### src/hdl/brl_pkg.sv
// ----------------------------------------------------------------------------
// brl_pkg
// Shared types and constants for the Bresenham line rasterizer.
// ----------------------------------------------------------------------------
package brl_pkg;

    // Default coordinate width (4 to 16)
    localparam int COORD_BITS_DEF = 12;

    // Fixed field widths
    localparam int PITCH_W  = 13;
    localparam int INDEX_W  = 24;
    localparam int COLOR_W  = 32;

    // Line pitch after reset
    localparam logic [PITCH_W-1:0] PITCH_RESET = 13'd1024;

    // Input item modes
    localparam logic MODE_START = 1'b0;
    localparam logic MODE_STEP  = 1'b1;

    // Control of the walker stage register
    typedef struct packed {
        logic vld;        // stage holds an item
        logic pix_valid;  // item carries a pixel
        logic last;       // line finished after this item
    } t_s1_ctl;

endpackage

### src/hdl/brl_if.sv
// ----------------------------------------------------------------------------
// brl_in_if / brl_out_if
// Valid/ready channels for line commands and pixel results.
// ----------------------------------------------------------------------------
interface brl_in_if #(
    parameter int COORD_BITS = 12
);
    logic                  valid;
    logic                  ready;
    logic                  mode;
    logic [COORD_BITS-1:0] start_x;
    logic [COORD_BITS-1:0] start_y;
    logic [COORD_BITS-1:0] stop_x;
    logic [COORD_BITS-1:0] stop_y;
    logic [31:0]           pixel_color;

    modport source (output valid, mode, start_x, start_y, stop_x, stop_y, pixel_color,
                    input ready);
    modport sink   (input valid, mode, start_x, start_y, stop_x, stop_y, pixel_color,
                    output ready);
endinterface

interface brl_out_if;
    logic        valid;
    logic        ready;
    logic        pixel_valid;
    logic [23:0] pixel_index;
    logic [31:0] out_color;
    logic        last_pixel;

    modport source (output valid, pixel_valid, pixel_index, out_color, last_pixel,
                    input ready);
    modport sink   (input valid, pixel_valid, pixel_index, out_color, last_pixel,
                    output ready);
endinterface

### src/hdl/brl_walker.sv
// ----------------------------------------------------------------------------
// brl_walker
// Line state and one Bresenham update per accepted item; registers the
// pixel position, color and flags into the walker stage.
// ----------------------------------------------------------------------------
module brl_walker #(
    parameter int COORD_BITS = brl_pkg::COORD_BITS_DEF
) (
    input  logic                    i_clk,
    input  logic                    i_rst_n,
    input  logic                    i_accept,
    input  logic                    i_s1_take,
    input  logic                    i_mode,
    input  logic [COORD_BITS-1:0]   i_start_x,
    input  logic [COORD_BITS-1:0]   i_start_y,
    input  logic [COORD_BITS-1:0]   i_stop_x,
    input  logic [COORD_BITS-1:0]   i_stop_y,
    input  logic [31:0]             i_color,
    output brl_pkg::t_s1_ctl        o_s1_ctl,
    output logic [COORD_BITS-1:0]   o_s1_x,
    output logic [COORD_BITS-1:0]   o_s1_y,
    output logic [31:0]             o_s1_color
);
    import brl_pkg::*;

    localparam int CB = COORD_BITS;
    localparam int EW = CB + 2;   // error accumulator
    localparam int CW = CB + 3;   // compare width for 2*error

    // Line state
    logic [CB-1:0]        r_cur_x, r_cur_y, r_end_x, r_end_y, r_mag_dx, r_mag_dy;
    logic                 r_dir_x_neg, r_dir_y_neg, r_busy;
    logic signed [EW-1:0] r_err;
    logic [31:0]          r_color;

    logic [CB-1:0]        n_cur_x, n_cur_y, n_end_x, n_end_y, n_mag_dx, n_mag_dy;
    logic                 n_dir_x_neg, n_dir_y_neg, n_busy;
    logic signed [EW-1:0] n_err;
    logic [31:0]          n_color;

    // Walker stage
    t_s1_ctl       r_s1_ctl, n_s1_ctl;
    logic [CB-1:0] r_s1_x, r_s1_y, n_s1_x, n_s1_y;
    logic [31:0]   r_s1_color, n_s1_color;

    // Step tests on 2*error
    function automatic logic x_steps(logic signed [EW-1:0] err, logic [CB-1:0] mdy);
        logic signed [CW-1:0] e2;
        logic signed [CW-1:0] ndy;
        e2  = {err, 1'b0};
        ndy = -$signed({3'b000, mdy});
        return e2 >= ndy;
    endfunction

    function automatic logic y_steps(logic signed [EW-1:0] err, logic [CB-1:0] mdx);
        logic signed [CW-1:0] e2;
        e2 = {err, 1'b0};
        return e2 <= $signed({3'b000, mdx});
    endfunction

    logic          deg;
    logic          s_xlt, s_ylt;
    logic [CB-1:0] s_dx, s_dy;
    logic          a_xs, a_ys, last;

    always_comb begin
        // Start decode
        s_xlt = i_start_x < i_stop_x;
        s_ylt = i_start_y < i_stop_y;
        s_dx  = s_xlt ? i_stop_x - i_start_x : i_start_x - i_stop_x;
        s_dy  = s_ylt ? i_stop_y - i_start_y : i_start_y - i_stop_y;
        deg   = (i_start_x == i_stop_x) && (i_start_y == i_stop_y);

        // Hold by default
        n_cur_x = r_cur_x;   n_cur_y = r_cur_y;
        n_end_x = r_end_x;   n_end_y = r_end_y;
        n_mag_dx = r_mag_dx; n_mag_dy = r_mag_dy;
        n_dir_x_neg = r_dir_x_neg; n_dir_y_neg = r_dir_y_neg;
        n_err = r_err; n_color = r_color; n_busy = r_busy;

        a_xs = x_steps(r_err, r_mag_dy);
        a_ys = y_steps(r_err, r_mag_dx);
        last = 1'b1;

        // Empty result unless a pixel is produced
        n_s1_ctl.pix_valid = 1'b0;
        n_s1_ctl.last      = 1'b1;
        n_s1_x     = '0;
        n_s1_y     = '0;
        n_s1_color = '0;

        if (i_mode == MODE_START) begin
            if (deg) begin
                n_busy = 1'b0;
            end else begin
                n_cur_x = i_start_x;  n_cur_y = i_start_y;
                n_end_x = i_stop_x;   n_end_y = i_stop_y;
                n_mag_dx = s_dx;      n_mag_dy = s_dy;
                n_dir_x_neg = !s_xlt; n_dir_y_neg = !s_ylt;
                n_err = $signed({2'b00, s_dx}) - $signed({2'b00, s_dy});
                n_color = i_color;
            end
        end else if (r_busy) begin
            // Advance one Bresenham step
            if (a_xs) begin
                n_cur_x = r_dir_x_neg ? r_cur_x - 1'b1 : r_cur_x + 1'b1;
            end
            if (a_ys) begin
                n_cur_y = r_dir_y_neg ? r_cur_y - 1'b1 : r_cur_y + 1'b1;
            end
            n_err = r_err - (a_xs ? $signed({2'b00, r_mag_dy}) : '0)
                          + (a_ys ? $signed({2'b00, r_mag_dx}) : '0);
        end

        // Emit the pixel at the new position and check for the end of the walk
        if ((i_mode == MODE_START && !deg) || (i_mode == MODE_STEP && r_busy)) begin
            last = ((n_cur_x == n_end_x) && (n_cur_y == n_end_y))
                || (x_steps(n_err, n_mag_dy) && (n_cur_x == n_end_x))
                || (y_steps(n_err, n_mag_dx) && (n_cur_y == n_end_y));
            n_busy = !last;
            n_s1_ctl.pix_valid = 1'b1;
            n_s1_ctl.last      = last;
            n_s1_x     = n_cur_x;
            n_s1_y     = n_cur_y;
            n_s1_color = n_color;
        end

        n_s1_ctl.vld = i_accept ? 1'b1 : (i_s1_take ? 1'b0 : r_s1_ctl.vld);
    end

    // Update state on accept
    always_ff @(posedge i_clk) begin
        if (!i_rst_n) begin
            r_cur_x <= '0; r_cur_y <= '0; r_end_x <= '0; r_end_y <= '0;
            r_mag_dx <= '0; r_mag_dy <= '0;
            r_dir_x_neg <= 1'b0; r_dir_y_neg <= 1'b0;
            r_err <= '0; r_color <= '0; r_busy <= 1'b0;
        end else if (i_accept) begin
            r_cur_x <= n_cur_x; r_cur_y <= n_cur_y;
            r_end_x <= n_end_x; r_end_y <= n_end_y;
            r_mag_dx <= n_mag_dx; r_mag_dy <= n_mag_dy;
            r_dir_x_neg <= n_dir_x_neg; r_dir_y_neg <= n_dir_y_neg;
            r_err <= n_err; r_color <= n_color; r_busy <= n_busy;
        end
    end

    // Walker stage valid and flags
    always_ff @(posedge i_clk) begin
        if (!i_rst_n) begin
            r_s1_ctl <= '0;
        end else begin
            r_s1_ctl.vld <= n_s1_ctl.vld;
            if (i_accept) begin
                r_s1_ctl.pix_valid <= n_s1_ctl.pix_valid;
                r_s1_ctl.last      <= n_s1_ctl.last;
            end
        end
    end

    // Walker stage payload
    always_ff @(posedge i_clk) begin
        if (i_accept) begin
            r_s1_x     <= n_s1_x;
            r_s1_y     <= n_s1_y;
            r_s1_color <= n_s1_color;
        end
    end

    assign o_s1_ctl   = r_s1_ctl;
    assign o_s1_x     = r_s1_x;
    assign o_s1_y     = r_s1_y;
    assign o_s1_color = r_s1_color;

endmodule

### src/hdl/brl_index.sv
// ----------------------------------------------------------------------------
// brl_index
// Linear address x + y * pitch and the result register of the output channel.
// ----------------------------------------------------------------------------
module brl_index #(
    parameter int COORD_BITS = brl_pkg::COORD_BITS_DEF
) (
    input  logic                           i_clk,
    input  logic                           i_rst_n,
    input  logic                           i_out_move,
    input  logic [brl_pkg::PITCH_W-1:0]    i_pitch,
    input  brl_pkg::t_s1_ctl               i_s1_ctl,
    input  logic [COORD_BITS-1:0]          i_s1_x,
    input  logic [COORD_BITS-1:0]          i_s1_y,
    input  logic [brl_pkg::COLOR_W-1:0]    i_s1_color,
    output logic                           o_valid,
    output logic                           o_pixel_valid,
    output logic [brl_pkg::INDEX_W-1:0]    o_pixel_index,
    output logic [brl_pkg::COLOR_W-1:0]    o_out_color,
    output logic                           o_last_pixel
);
    import brl_pkg::*;

    // Product width, never narrower than the index
    localparam int PW = (COORD_BITS + PITCH_W + 1 > INDEX_W) ?
                        COORD_BITS + PITCH_W + 1 : INDEX_W;

    logic [PW-1:0]      addr;
    logic               r_valid, r_pix_valid, r_last;
    logic [INDEX_W-1:0] r_index;
    logic [COLOR_W-1:0] r_color;

    // Address from walker stage
    assign addr = PW'(i_s1_y) * PW'(i_pitch) + PW'(i_s1_x);

    // Result valid
    always_ff @(posedge i_clk) begin
        if (!i_rst_n) begin
            r_valid <= 1'b0;
        end else if (i_out_move) begin
            r_valid <= i_s1_ctl.vld;
        end
    end

    // Result payload
    always_ff @(posedge i_clk) begin
        if (i_out_move && i_s1_ctl.vld) begin
            r_pix_valid <= i_s1_ctl.pix_valid;
            r_last      <= i_s1_ctl.last;
            r_index     <= i_s1_ctl.pix_valid ? addr[INDEX_W-1:0] : '0;
            r_color     <= i_s1_color;
        end
    end

    assign o_valid       = r_valid;
    assign o_pixel_valid = r_pix_valid;
    assign o_pixel_index = r_index;
    assign o_out_color   = r_color;
    assign o_last_pixel  = r_last;

endmodule

### src/hdl/bresenham_line_raster_top.sv
// ----------------------------------------------------------------------------
// bresenham_line_raster_top
// Bresenham line walker producing linear framebuffer pixel items.
//
//   channel   dir   handshake      contents
//   i_line    in    valid/ready    mode, start/stop endpoints, pixel_color
//   o_pix     out   valid/ready    pixel_valid, pixel_index, out_color, last_pixel
//   i_cfg_*   in    write enable   line_pitch (13 bits)
//
// One item per cycle sustained while o_pix.ready is high.
// Stage one runs the error update and end test, stage two the pitch multiply.
// Reset (synchronous, active low) idles the walker and sets pitch to 1024.
// A stalled output holds both stages; i_line.ready drops only when both are
// full and o_pix.ready is low.
// ----------------------------------------------------------------------------
module bresenham_line_raster_top #(
    parameter int COORD_BITS = brl_pkg::COORD_BITS_DEF
) (
    input  logic                         i_clk,
    input  logic                         i_rst_n,
    input  logic                         i_cfg_we,
    input  logic [brl_pkg::PITCH_W-1:0]  i_cfg_wdata,
    brl_in_if.sink                       i_line,
    brl_out_if.source                    o_pix
);
    import brl_pkg::*;

    logic [PITCH_W-1:0]    r_pitch;
    t_s1_ctl               s1_ctl;
    logic [COORD_BITS-1:0] s1_x, s1_y;
    logic [COLOR_W-1:0]    s1_color;
    logic                  out_move, s1_free, accept;

    // Pitch register
    always_ff @(posedge i_clk) begin
        if (!i_rst_n) begin
            r_pitch <= PITCH_RESET;
        end else if (i_cfg_we) begin
            r_pitch <= i_cfg_wdata;
        end
    end

    // Pipeline flow
    assign out_move     = !o_pix.valid || o_pix.ready;
    assign s1_free      = !s1_ctl.vld || out_move;
    assign i_line.ready = s1_free;
    assign accept       = i_line.valid && s1_free;

    brl_walker #(.COORD_BITS(COORD_BITS)) u_walker (
        .i_clk      (i_clk),
        .i_rst_n    (i_rst_n),
        .i_accept   (accept),
        .i_s1_take  (out_move),
        .i_mode     (i_line.mode),
        .i_start_x  (i_line.start_x),
        .i_start_y  (i_line.start_y),
        .i_stop_x   (i_line.stop_x),
        .i_stop_y   (i_line.stop_y),
        .i_color    (i_line.pixel_color),
        .o_s1_ctl   (s1_ctl),
        .o_s1_x     (s1_x),
        .o_s1_y     (s1_y),
        .o_s1_color (s1_color)
    );

    brl_index #(.COORD_BITS(COORD_BITS)) u_index (
        .i_clk         (i_clk),
        .i_rst_n       (i_rst_n),
        .i_out_move    (out_move),
        .i_pitch       (r_pitch),
        .i_s1_ctl      (s1_ctl),
        .i_s1_x        (s1_x),
        .i_s1_y        (s1_y),
        .i_s1_color    (s1_color),
        .o_valid       (o_pix.valid),
        .o_pixel_valid (o_pix.pixel_valid),
        .o_pixel_index (o_pix.pixel_index),
        .o_out_color   (o_pix.out_color),
        .o_last_pixel  (o_pix.last_pixel)
    );

endmodule

### src/flat_wrapper.sv
// flat-port wrapper written by rule: the top's interface ports become plain ports
module bresenham_line_raster_top_flat import brl_pkg::*;
#(
    parameter int COORD_BITS = brl_pkg::COORD_BITS_DEF
)
  (i_clk, i_rst_n, i_cfg_we, i_cfg_wdata, i_line_valid, i_line_mode, i_line_start_x, i_line_start_y, i_line_stop_x, i_line_stop_y, i_line_pixel_color, i_line_ready, o_pix_valid, o_pix_pixel_valid, o_pix_pixel_index, o_pix_out_color, o_pix_last_pixel, o_pix_ready);
  brl_in_if #(.COORD_BITS(COORD_BITS)) i_line_i ();
  brl_out_if o_pix_i ();
  input  logic i_clk;
  input  logic i_rst_n;
  input  logic i_cfg_we;
  input  logic [brl_pkg::PITCH_W-1:0] i_cfg_wdata;
  input wire logic [$bits(i_line_i.valid)-1:0] i_line_valid;
  input wire logic [$bits(i_line_i.mode)-1:0] i_line_mode;
  input wire logic [$bits(i_line_i.start_x)-1:0] i_line_start_x;
  input wire logic [$bits(i_line_i.start_y)-1:0] i_line_start_y;
  input wire logic [$bits(i_line_i.stop_x)-1:0] i_line_stop_x;
  input wire logic [$bits(i_line_i.stop_y)-1:0] i_line_stop_y;
  input wire logic [$bits(i_line_i.pixel_color)-1:0] i_line_pixel_color;
  output wire logic [$bits(i_line_i.ready)-1:0] i_line_ready;
  output wire logic [$bits(o_pix_i.valid)-1:0] o_pix_valid;
  output wire logic [$bits(o_pix_i.pixel_valid)-1:0] o_pix_pixel_valid;
  output wire logic [$bits(o_pix_i.pixel_index)-1:0] o_pix_pixel_index;
  output wire logic [$bits(o_pix_i.out_color)-1:0] o_pix_out_color;
  output wire logic [$bits(o_pix_i.last_pixel)-1:0] o_pix_last_pixel;
  input wire logic [$bits(o_pix_i.ready)-1:0] o_pix_ready;
  assign i_line_i.valid = i_line_valid;
  assign i_line_i.mode = i_line_mode;
  assign i_line_i.start_x = i_line_start_x;
  assign i_line_i.start_y = i_line_start_y;
  assign i_line_i.stop_x = i_line_stop_x;
  assign i_line_i.stop_y = i_line_stop_y;
  assign i_line_i.pixel_color = i_line_pixel_color;
  assign i_line_ready = i_line_i.ready;
  assign o_pix_valid = o_pix_i.valid;
  assign o_pix_pixel_valid = o_pix_i.pixel_valid;
  assign o_pix_pixel_index = o_pix_i.pixel_index;
  assign o_pix_out_color = o_pix_i.out_color;
  assign o_pix_last_pixel = o_pix_i.last_pixel;
  assign o_pix_i.ready = o_pix_ready;
  bresenham_line_raster_top #(.COORD_BITS(COORD_BITS)) u_core (.i_clk(i_clk), .i_rst_n(i_rst_n), .i_cfg_we(i_cfg_we), .i_cfg_wdata(i_cfg_wdata), .i_line(i_line_i), .o_pix(o_pix_i));
endmodule
### config.mk
export PLATFORM = sky130hd
export DESIGN_NAME = bresenham_line_raster_top_flat
export DESIGN_NICKNAME = d
export VERILOG_FILES = /design/src/hdl/brl_pkg.sv /design/src/hdl/brl_if.sv /design/src/hdl/brl_walker.sv /design/src/hdl/brl_index.sv /design/src/hdl/bresenham_line_raster_top.sv /design/src/flat_wrapper.sv
export SDC_FILE = /design/constraint.sdc
export NUM_CORES = 1
export LEC_CHECK = 0
export BUFFER_PORTS_ARGS = -buffer_cell sky130_fd_sc_hd__buf_4
export CAP_MARGIN = 40
export CORE_ASPECT_RATIO = 1.25
export CORE_MARGIN = 2
export CORE_UTILIZATION = 63
export CTS_BUF_LIST = sky130_fd_sc_hd__clkbuf_8
export CTS_CLUSTER_DIAMETER = 100
export DETAILED_ROUTE_END_ITERATION = 10
export PLACE_DENSITY = 0.84
export SLEW_MARGIN = 5
export SYNTH_ARGS = -nofsm -noshare
export SYNTH_HDL_FRONTEND = slang
export SYNTH_SLANG_ARGS = --single-unit
### constraint.sdc
create_clock -name i_clk -period 8.4 [get_ports i_clk]
set_input_delay 0.84 -clock i_clk [delete_from_list [all_inputs] [get_ports i_clk]]
set_output_delay 0.84 -clock i_clk [all_outputs]
set_load 0.01 [all_outputs]
==> metrics.cfg <==
[power]
cellLeakagePower_nw = 11.21
fin_total_pwr_mw = 4.998
maximum_vdd_drop_v = 0.0001495
power-per-cell-area_mw_per_mm2 = 204.6

[global_route]
grt_pass1_wl_um = 101500
grt_use_total_pct = 36.25
vias_in_the_first_global_route = 19428
antenna_found_initial = 1
grt_start_max_net_pins = 73
overflow = 0

[timing]
grt_setup_unrepaired = false
setup_viol = 0
worst_clock_skew_ns = 0.03956
fin_setup_tns_ns = 0
worst-slew-pin-transition_ns = 0.9674
timing.slew.headroom_pct = 34.91
finalMaxSlewViolations = 0
final_min_period_over_clock_period_pct = 93.46
worst_path_setup_slack_after_routing_ns = 0.5494
finalWorstPathRequiredPeriod_ns = 7.851
hold_viol_final = 0
max_freq_mhz = 127.4

[placed_design]
gp_congestion = 0.9911
place_worst_setup_slack_ns = 0.2742
io_buffer_count = 158
dpl.cell_count = 3047
hpwl_um = 50260

[critical_path]
critical_path.startpoint_type = register
worst_r2r_endpoint = u_core.u_walker.r_busy$_SDFFE_PN0P_
crit_path_top_delay_cell = a2111oi_1
worst-setup-path-type = register to register
critical-path-max-stage-delay_ns = 0.49
worstSetupEndpoint = u_core.u_walker.r_busy$_SDFFE_PN0P_
required_ns = 8.92
cp-end-kind = register
worst-endpoint-arrival_ns = 8.38
worst_reg2reg_path_startpoint = u_core.u_walker.r_mag_dy[0]$_SDFFE_PN0P_
crit_fanout = 7
flop2flop_setup_slack_ns = 0.55
crit_path_start = u_core.u_walker.r_mag_dy[0]$_SDFFE_PN0P_
worstRegToRegCells = 34
cpMostUsedCell = ha_1

[final_layout]
final_util_pct = 70.95
layout_overhead_on_the_synthesized_area_pct = 11.40
finish.net_count = 3073
nFillCells = 2723
antenna_cells_inserted = 0
final_layout_size_suffix_gt1_share_pct = 10.65
final-instance-count-excl-fill = 3126

[yosys]
ys_seq_area_share_pct = 28.21
synth_cell_types = 90
async_reset_ff_share_pct = 0
post_synthesis_cell_count = 2509
syn-num-nets = 2958
synth.yosys.warnings = 0
synth_flop_cell = dfxtp_1
synth_edf_count = 114
total_standard_cell_area_after_synthesis_sq_mm = 0.02192
post_synth.cell_area_avg_sq_um = 8.738
synth_seq_cells = 252

[route]
route.detailed.vias_per_inst = 6.102
firstDrtPassIters = 6
vias = 19075
routed_wl_um = 64900
detail-route-antenna-nets = 0
post_drt_wl_per_cell_um = 20.76
drc = 0
drt_iter0_drc = 1566

[clocking]
clock-root-buffer = clkbuf_8
htreeDepth = 2
cts.sinks = 252
cts.repair_timing.setup_buffer_count = 0
clk_path_buf_depth = 3
numCtsBuffers = 43
cts.reportedPaths.clkPinSlew_ns = 0.07
clock_latency_ns = 0.61
cts.hold.buffers_added = 0
cts_tree = built
post_cts_resize_count = 0

[run]
maxCapViolCount = 0

[outcome]
outcome = finished clean

[floorplanning]
floorplan.rows = 76
floorplan.die_area_sq_mm = 0.03632
fp.dieW_um = 170.9
area_of_the_core_sq_mm = 0.03442
die_height_um = 212.6
initial_core_utilization_pct = 63.69
num_io_pins = 159

[min_path]
hold_path.class = register to register

==> cell type report <==
class	instances	area (sq um)	area share [%]
flip-flops and latches	252	6186	25.33
repair buffers	186	1430	5.856
multi-input cells	1857	14280	58.46
clock inverters	33	241.5	0.9887
inverters	284	1070	4.380
well taps	468	585.6	2.398
clock buffers	46	633.1	2.592
==> routing by layer <==
metal / track usage (%) / vias up / wire length, um
met5: 0 / - / 13
met3: 6.143 / 264 / 4472
met4: 23.06 / 2 / 4627
met1: 40.59 / 9172 / 23490
li1: - / 8800 / -
met2: 63.76 / 837 / 32300
==> worst max-delay path: cells and delay by family (launching register included) <==
family | cells | cell delay, ns
simple gates | 8 | 1.74
buf+inv | 4 | 0.44
compound gates | 14 | 3.44
fa+ha+maj | 5 | 1.37
flops | 1 | 0.36
mux | 1 | 0.18
xor+xnor | 2 | 0.22
==> report_power, final <==
| part | internal (mW) | switching (mW) |
|---|---|---|
| Combinational | 0.959 | 1.39 |
| Clock | 0.608 | 0.542 |
| Sequential | 1.38 | 0.122 |
| Total | 2.95 | 2.05 |
==> per-stage QoR <==
step | area (sq um) | hold WS, ns
after floorplan | 21920 | 0.4003
after global placement | 23460 | 0.4009
after detailed placement | 23530 | 0.4054
after CTS | 24400 | 0.4174
after global routing | 24420 | 0.4194
final | 24420 | 0.4126
==> state kept, by name (all words and copies together), names as in the netlist <==
signal                        cells
u_core.u_index.o_valid            1
u_core.u_walker.r_err            14
u_core.u_walker.r_end_y          12
u_core.u_walker.o_s1_color       32
u_core.u_index.o_out_color       32
u_core.u_walker.r_busy            1
u_core.r_pitch                   13
u_core.u_walker.r_end_x          12
u_core.u_walker.r_mag_dx         12
u_core.u_index.o_pixel_valid      1
u_core.u_walker.r_mag_dy         12
u_core.u_index.o_pixel_index     24
u_core.u_walker.o_s1_y           12
u_core.u_walker.o_s1_ctl          3
u_core.u_walker.r_dir_y_neg       1
u_core.u_walker.o_s1_x           12
u_core.u_index.o_last_pixel       1
u_core.u_walker.r_color          32
u_core.u_walker.r_cur_x          12
u_core.u_walker.r_dir_x_neg       1
u_core.u_walker.r_cur_y          12
==> worst min-delay path by stage <==
stage                                                       startpoint                                        to  slack, ns  cells after the start
after global routing      u_core.u_walker.o_s1_color[18]$_SDFFCE_PN0P_  u_core.u_index.o_out_color[18]$_DFFE_PP_       0.42                      0
after floorplan            u_core.u_walker.o_s1_color[0]$_SDFFCE_PN0P_   u_core.u_index.o_out_color[0]$_DFFE_PP_       0.40                      0
final                     u_core.u_walker.o_s1_color[13]$_SDFFCE_PN0P_  u_core.u_index.o_out_color[13]$_DFFE_PP_       0.41                      0
after detailed placement  u_core.u_walker.o_s1_color[11]$_SDFFCE_PN0P_  u_core.u_index.o_out_color[11]$_DFFE_PP_       0.41                      0
after global placement     u_core.u_walker.o_s1_color[9]$_SDFFCE_PN0P_   u_core.u_index.o_out_color[9]$_DFFE_PP_       0.40                      0
after CTS                  u_core.u_walker.o_s1_color[6]$_SDFFCE_PN0P_   u_core.u_index.o_out_color[6]$_DFFE_PP_       0.42                      0
==> layout by cell type (no fill, tap or decap), drive strengths merged, types with 10 or more instances in the layout <==
master,count
inv,302
nand2,348
nand4,14
xor2,44
a221oi,10
nor2,189
mux2i,53
a21o,30
o21a,24
o221ai,13
o21ai,82
nor3,34
or3,13
xnor2,66
and3,12
nor4,10
nand3,29
a22o,32
clkbuf,46
fa,139
buf,186
edfxtp,114
ha,211
o211ai,12
dfxtp,138
nor2b,22
a211oi,53
clkinv,10
a21oi,196
and2,79
==> kinds of logic after synthesis <==
logic type / after synthesis / share of synthesized area [%]
AOI/OAI and AO/OA: 558 / 16.86
xor gates and xnor gates: 110 / 4.429
adders and majority gates: 351 / 24.78
buffers and inverters: 400 / 6.951
DFF: 252 / 28.21
muxes: 61 / 2.905
and+or+nand+nor: 777 / 15.86
==> synthesized netlist by cell type (8+ instances only) <==
cell	number	share of area, %
a22o_1	32	1.3
dfxtp_1	138	13
and3_1	12	0.34
o211ai_1	12	0.41
nor4_1	10	0.29
ha_1	211	12
nand4_1	14	0.40
o21ai_0	77	1.8
a31oi_1	9	0.26
o221ai_1	13	0.52
o21a_1	24	0.82
nor3_1	34	0.78
fa_1	139	13
mux2i_1	51	2.3
a21boi_0	8	0.27
a221oi_1	9	0.36
o31ai_1	9	0.31
a22oi_1	9	0.31
mux2_2	8	0.41
edfxtp_1	114	16
nor2_1	189	3.2
o21bai_1	8	0.27
nand2_1	348	6.0
a21o_1	30	1.0
inv_1	282	4.8
or3_1	13	0.37
a21oi_1	193	4.4
xor2_1	44	1.8
and2_1	78	2.2
buf_1	16	0.27
clkbuf_1	92	1.6
a211oi_1	51	1.7
nand3_1	29	0.66
xnor2_1	65	2.6
nor2b_1	22	0.63
Power figures use the tool's default switching activity.
